--- src/lfu_pkg.sv ---
`timescale 1ns / 1ps
// ----------------------------------------------------------------------------
// lfu_pkg: shared types and constants
// Field widths, result codes and the controller/datapath command and status
// structures of the LFU cache core.
// ----------------------------------------------------------------------------
package lfu_pkg;

	localparam int KEY_W    = 64;
	localparam int HANDLE_W = 16;
	localparam int SIZE_W   = 48;
	localparam int STATUS_W = 2;
	localparam int CFG_W    = 7;
	localparam int STAMP_W  = 64;

	localparam logic [CFG_W-1:0] CAP_RESET = 7'd64;

	localparam logic [STATUS_W-1:0] STS_HIT          = 2'd0;
	localparam logic [STATUS_W-1:0] STS_INSERTED     = 2'd1;
	localparam logic [STATUS_W-1:0] STS_NOT_INSERTED = 2'd2;

	// Commands from the controller to the datapath.
	typedef struct packed {
		logic clr_step;
		logic load_item;
		logic scan_step;
		logic wr_a;
		logic wr_b;
		logic push_out;
	} cmd_t;

	// Status from the datapath to the controller.
	typedef struct packed {
		logic cnt_last;
		logic out_free;
	} sts_t;

endpackage

--- src/lfu_ctrl.sv ---
`timescale 1ns / 1ps
// ----------------------------------------------------------------------------
// lfu_ctrl: sequencing controller
// Steps through the clearing pass, the table scan, the write-back and the
// hand-off of the result word.
// ----------------------------------------------------------------------------
module lfu_ctrl (
	input  logic          clk,
	input  logic          arst_n,
	input  logic          in_valid,
	output logic          in_ready,
	input  lfu_pkg::sts_t sts,
	output lfu_pkg::cmd_t cmd
);
	import lfu_pkg::*;

	localparam logic [2:0] S_CLEAR = 3'd0;
	localparam logic [2:0] S_IDLE  = 3'd1;
	localparam logic [2:0] S_SCAN  = 3'd2;
	localparam logic [2:0] S_DRAIN = 3'd3;
	localparam logic [2:0] S_WR_A  = 3'd4;
	localparam logic [2:0] S_WR_B  = 3'd5;
	localparam logic [2:0] S_RESP  = 3'd6;

	logic [2:0] state_q;
	logic [2:0] state_nxt;

	always_comb begin
		state_nxt = state_q;
		cmd       = '0;
		in_ready  = 1'b0;
		case (state_q)
			S_CLEAR: begin
				cmd.clr_step = 1'b1;
				if (sts.cnt_last) begin
					state_nxt = S_IDLE;
				end
			end
			S_IDLE: begin
				in_ready = 1'b1;
				if (in_valid) begin
					cmd.load_item = 1'b1;
					state_nxt     = S_SCAN;
				end
			end
			S_SCAN: begin
				cmd.scan_step = 1'b1;
				if (sts.cnt_last) begin
					state_nxt = S_DRAIN;
				end
			end
			S_DRAIN: begin
				state_nxt = S_WR_A;
			end
			S_WR_A: begin
				cmd.wr_a  = 1'b1;
				state_nxt = S_WR_B;
			end
			S_WR_B: begin
				cmd.wr_b  = 1'b1;
				state_nxt = S_RESP;
			end
			S_RESP: begin
				if (sts.out_free) begin
					cmd.push_out = 1'b1;
					state_nxt    = S_IDLE;
				end
			end
			default: begin
				state_nxt = S_IDLE;
			end
		endcase
	end

	always_ff @(posedge clk or negedge arst_n) begin
		if (!arst_n) begin
			state_q <= S_CLEAR;
		end else begin
			state_q <= state_nxt;
		end
	end

endmodule

--- config.mk ---
export PLATFORM = sky130hd
export DESIGN_NAME = lfu_ctrl
export DESIGN_NICKNAME = d
export VERILOG_FILES = /design/src/lfu_pkg.sv /design/src/lfu_ctrl.sv
export SDC_FILE = /design/constraint.sdc
export NUM_CORES = 1
export LEC_CHECK = 0
export BUFFER_PORTS_ARGS = -buffer_cell sky130_fd_sc_hd__clkbuf_2
export CAP_MARGIN = 20
export CORE_AREA = 5 5 42 44
export DETAILED_ROUTE_END_ITERATION = 16
export DIE_AREA = 0 0 47 49
export PLACE_DENSITY_LB_ADDON = 0.2
export SLEW_MARGIN = 10
export SYNTH_ARGS = -nofsm -noshare
export SYNTH_HDL_FRONTEND = slang
export SYNTH_SLANG_ARGS = --single-unit
--- constraint.sdc ---
create_clock -name clk -period 1 [get_ports clk]
set_input_delay 0.2 -clock clk [delete_from_list [all_inputs] [get_ports clk]]
set_output_delay 0.2 -clock clk [all_outputs]
set_load 0.02 [all_outputs]
==> qor.yml <==
syn_inst: 25
slowest_stage: "dfrtp_1"
hold_slack_ns: 0.2633
io_buffers: 11
setup_ws_ns: -0.3440
power.share.switching_pct: 38.71
drc_errors: 0
fin_crit_sh_pct: 134.4
top_regs: "state_q (3)"
drive_gt1_share_pct: 74.07
fin_skew_ns: 0.001510
grt_pass1_vias: 301
setup.worst_path.start_class: "flop"
synth_fp_nets: 30
maxCapViolCount: 0
seq_area_frac_synth_pct: 39.47
regMostFlops: "state_q"
clock_latency_ns: 0.23
utilization_pct: 36.34
p_leak_uw: 0.0002468
cts_inserted_buffers: 3
cp_top_family: "flip-flops"
drtAntennaViolNets: 0
yosysUniqueCellTypes: 13
die_area_um2: 2303
dpl.hpwl_um: 467.7
first_pass_iters: 2
drt-total-wl_um: 681
status: "finished, violations left"
critPathArrivalTime_ns: 1.14
gr-total-overflow: 0
grt_pass1_wl_um: 1186
syn_area_um2: 190.2
total_power_uw: 1759
antenna_found_initial: 0
ir_drop_mv: 0.9761
p_comb_share_pct: 72.7
worst_pin_slew_ns: 0.1709
dieHeight_um: 49
cts_tree: "built"
slowest_delay_ns: 0.41
cts_num_sinks: 3
setup_tns_ns: -2.589
vias: 271
clkPwrFrac_pct: 12.1
max_slew_margin_pct: 88.61
root_buffer: "clkbuf_4"
diodes: 0
setup_viol: 10
cp_cell_sequence: "buf_4 > inv_1 > nor2_1 > clkbuf_4"
critPathCaptureType: "primary output"
worstPathMaxFanout: 4
syn_area_per_cell_um2: 7.607
gp_congestion: 0.7481
path_clk_slew_ns: 0.04
required_ns: 0.80
rsz0062_at_grt: "true"
drtIter0Drc: 2
largest_reg_flops: 3
htree_levels: 1
seqPwrFrac_pct: 15.2
criticalPathCategory: "reg2out"
clockBufferDepth: 2
yosys_warnings: 0
p_int_uw: 1078
p_sw_uw: 681.0
finalMaxSlewViolations: 0
max_clock_freq_mhz: 744.0
ioPinCount: 12
violations: "setup timing"
post-route-min-period_ns: 1.344
die_w_um: 47
synth-seq-cells: 3
grt_use_total_pct: 7.904
hold_class: "in2reg"
hold_viol: 0
crit_buf_inv: 3
areaGrowthSynthToFinish_pct: 167.8
core_um2: 1401
avgViaCountPerCell: 3.871
powerDensity_nw_per_um2: 3455
fin_nets: 60
row_count: 14
start_util_pct: 13.57
grt_max_degree: 7
wl_per_cell_um: 9.729
per-layer routing:
| metal | track usage, % | share of wire [%] | vias to the layer above |
|---|---|---|---|
| li1 | - | - | 141 |
| met1 | 7.522 | 41 | 122 |
| met2 | 11.54 | 53 | 6 |
| met3 | 2.214 | 2.9 | 2 |
| met4 | 9.677 | 2.8 | 0 |
| met5 | 0 | 0 | - |
cell usage in the layout, fill, tap and decap left out:
master / synthesis / routed
nand2b_4: 0 / 2
dfrtp_2: 0 / 1
o31a_1: 1 / 1
clkbuf_8: 0 / 1
o22ai_2: 0 / 1
clkbuf_4: 0 / 5
o21ai_2: 0 / 1
and2_4: 0 / 2
nor2_1: 5 / 3
buf_4: 0 / 11
dlygate4sd3_1: 0 / 1
nor3_2: 0 / 2
nor2b_2: 0 / 1
o21ai_1: 0 / 1
inv_1: 1 / 1
dfrtp_1: 3 / 2
o211ai_1: 1 / 1
nor2_2: 0 / 1
buf_8: 0 / 1
nor2_4: 0 / 1
clkbuf_2: 0 / 4
clkbuf_1: 0 / 1
nand2_1: 2 / 2
nor2b_1: 2 / 1
buf_6: 0 / 6
cell usage after synthesis, drive strengths merged:
cell / number / area, um^2
o22ai: 1 / 6.260
nor3: 2 / 10.01
o31a: 1 / 8.760
nand2: 2 / 7.510
and2: 2 / 12.51
nor2: 5 / 18.77
dfrtp: 3 / 75.07
o211ai: 1 / 7.510
o21ai: 2 / 10.01
nor2b: 2 / 12.51
inv: 1 / 3.750
buf: 1 / 5.000
nand2b: 2 / 12.51
worst min-delay path, cell delays in order:
cell and delay, ns:
clkbuf_2 0.10, nor2_1 0.05, o22ai_2 0.10
power by group through the flow:
stage	Sequential, uW	Clock, uW	Combinational [uW]
floorplan	257	0	477
global placement	266	0	888
detailed placement	261	0	882
CTS	268	226	1230
global route	279	230	1370
finish	267	214	1280
final cells by class:
type	count	area (um^2)
fillers	160	892.1
repair buffers	26	224.0
multi-input cells	20	158.9
flip-flops and latches	3	76.32
clock buffers	4	26.28
well taps	16	20.02
inverters	1	3.754
kinds of logic (layout without fill, tap and decap cells):
| kind of cell | count (synthesis) | count (layout) | synth area share, % |
|---|---|---|---|
| AND/OR/NAND/NOR | 15 | 15 | 38.82 |
| AO/OA/AOI/OAI | 5 | 5 | 17.11 |
| flip-flops | 3 | 3 | 39.47 |
| buffers and inverters | 2 | 31 | 4.601 |
path summary, 6_finish.rpt:
path	from	endpoint	slack [ns]	cells past startpoint
worst min-delay path	in_valid	state_q[1]	0.26	3
max in group asynchronous	arst_n	state_q[0]	0.58	2
min in group asynchronous	arst_n	state_q[1]	0.30	2
worst min register to register	state_q[1]	state_q[1]	0.69	3
worst max-delay path	state_q[2]	cmd[1]	-0.34	4
worst max register to register	state_q[0]	state_q[0]	-0.22	5
through the flow:
stage	instances	setup WS [ns]	cell area (um^2)
final	70	-0.3440	509.2
after global routing	70	-0.4215	509.2
after CTS	69	-0.3536	494.2
after detailed placement	60	-0.1565	352.8
after global placement	60	-0.1676	352.8
after floorplan	25	-0.1703	215.2
timing repair:
item,in CTS,in global routing
endpoints found under the hold margin,3,0
setup buffers,4,1
pin swaps,2,3
hold buffers,1,0
setup endpoints to repair,10,10
gates resized for setup,22,6
No activity file was read; power rests on OpenSTA's default activity.
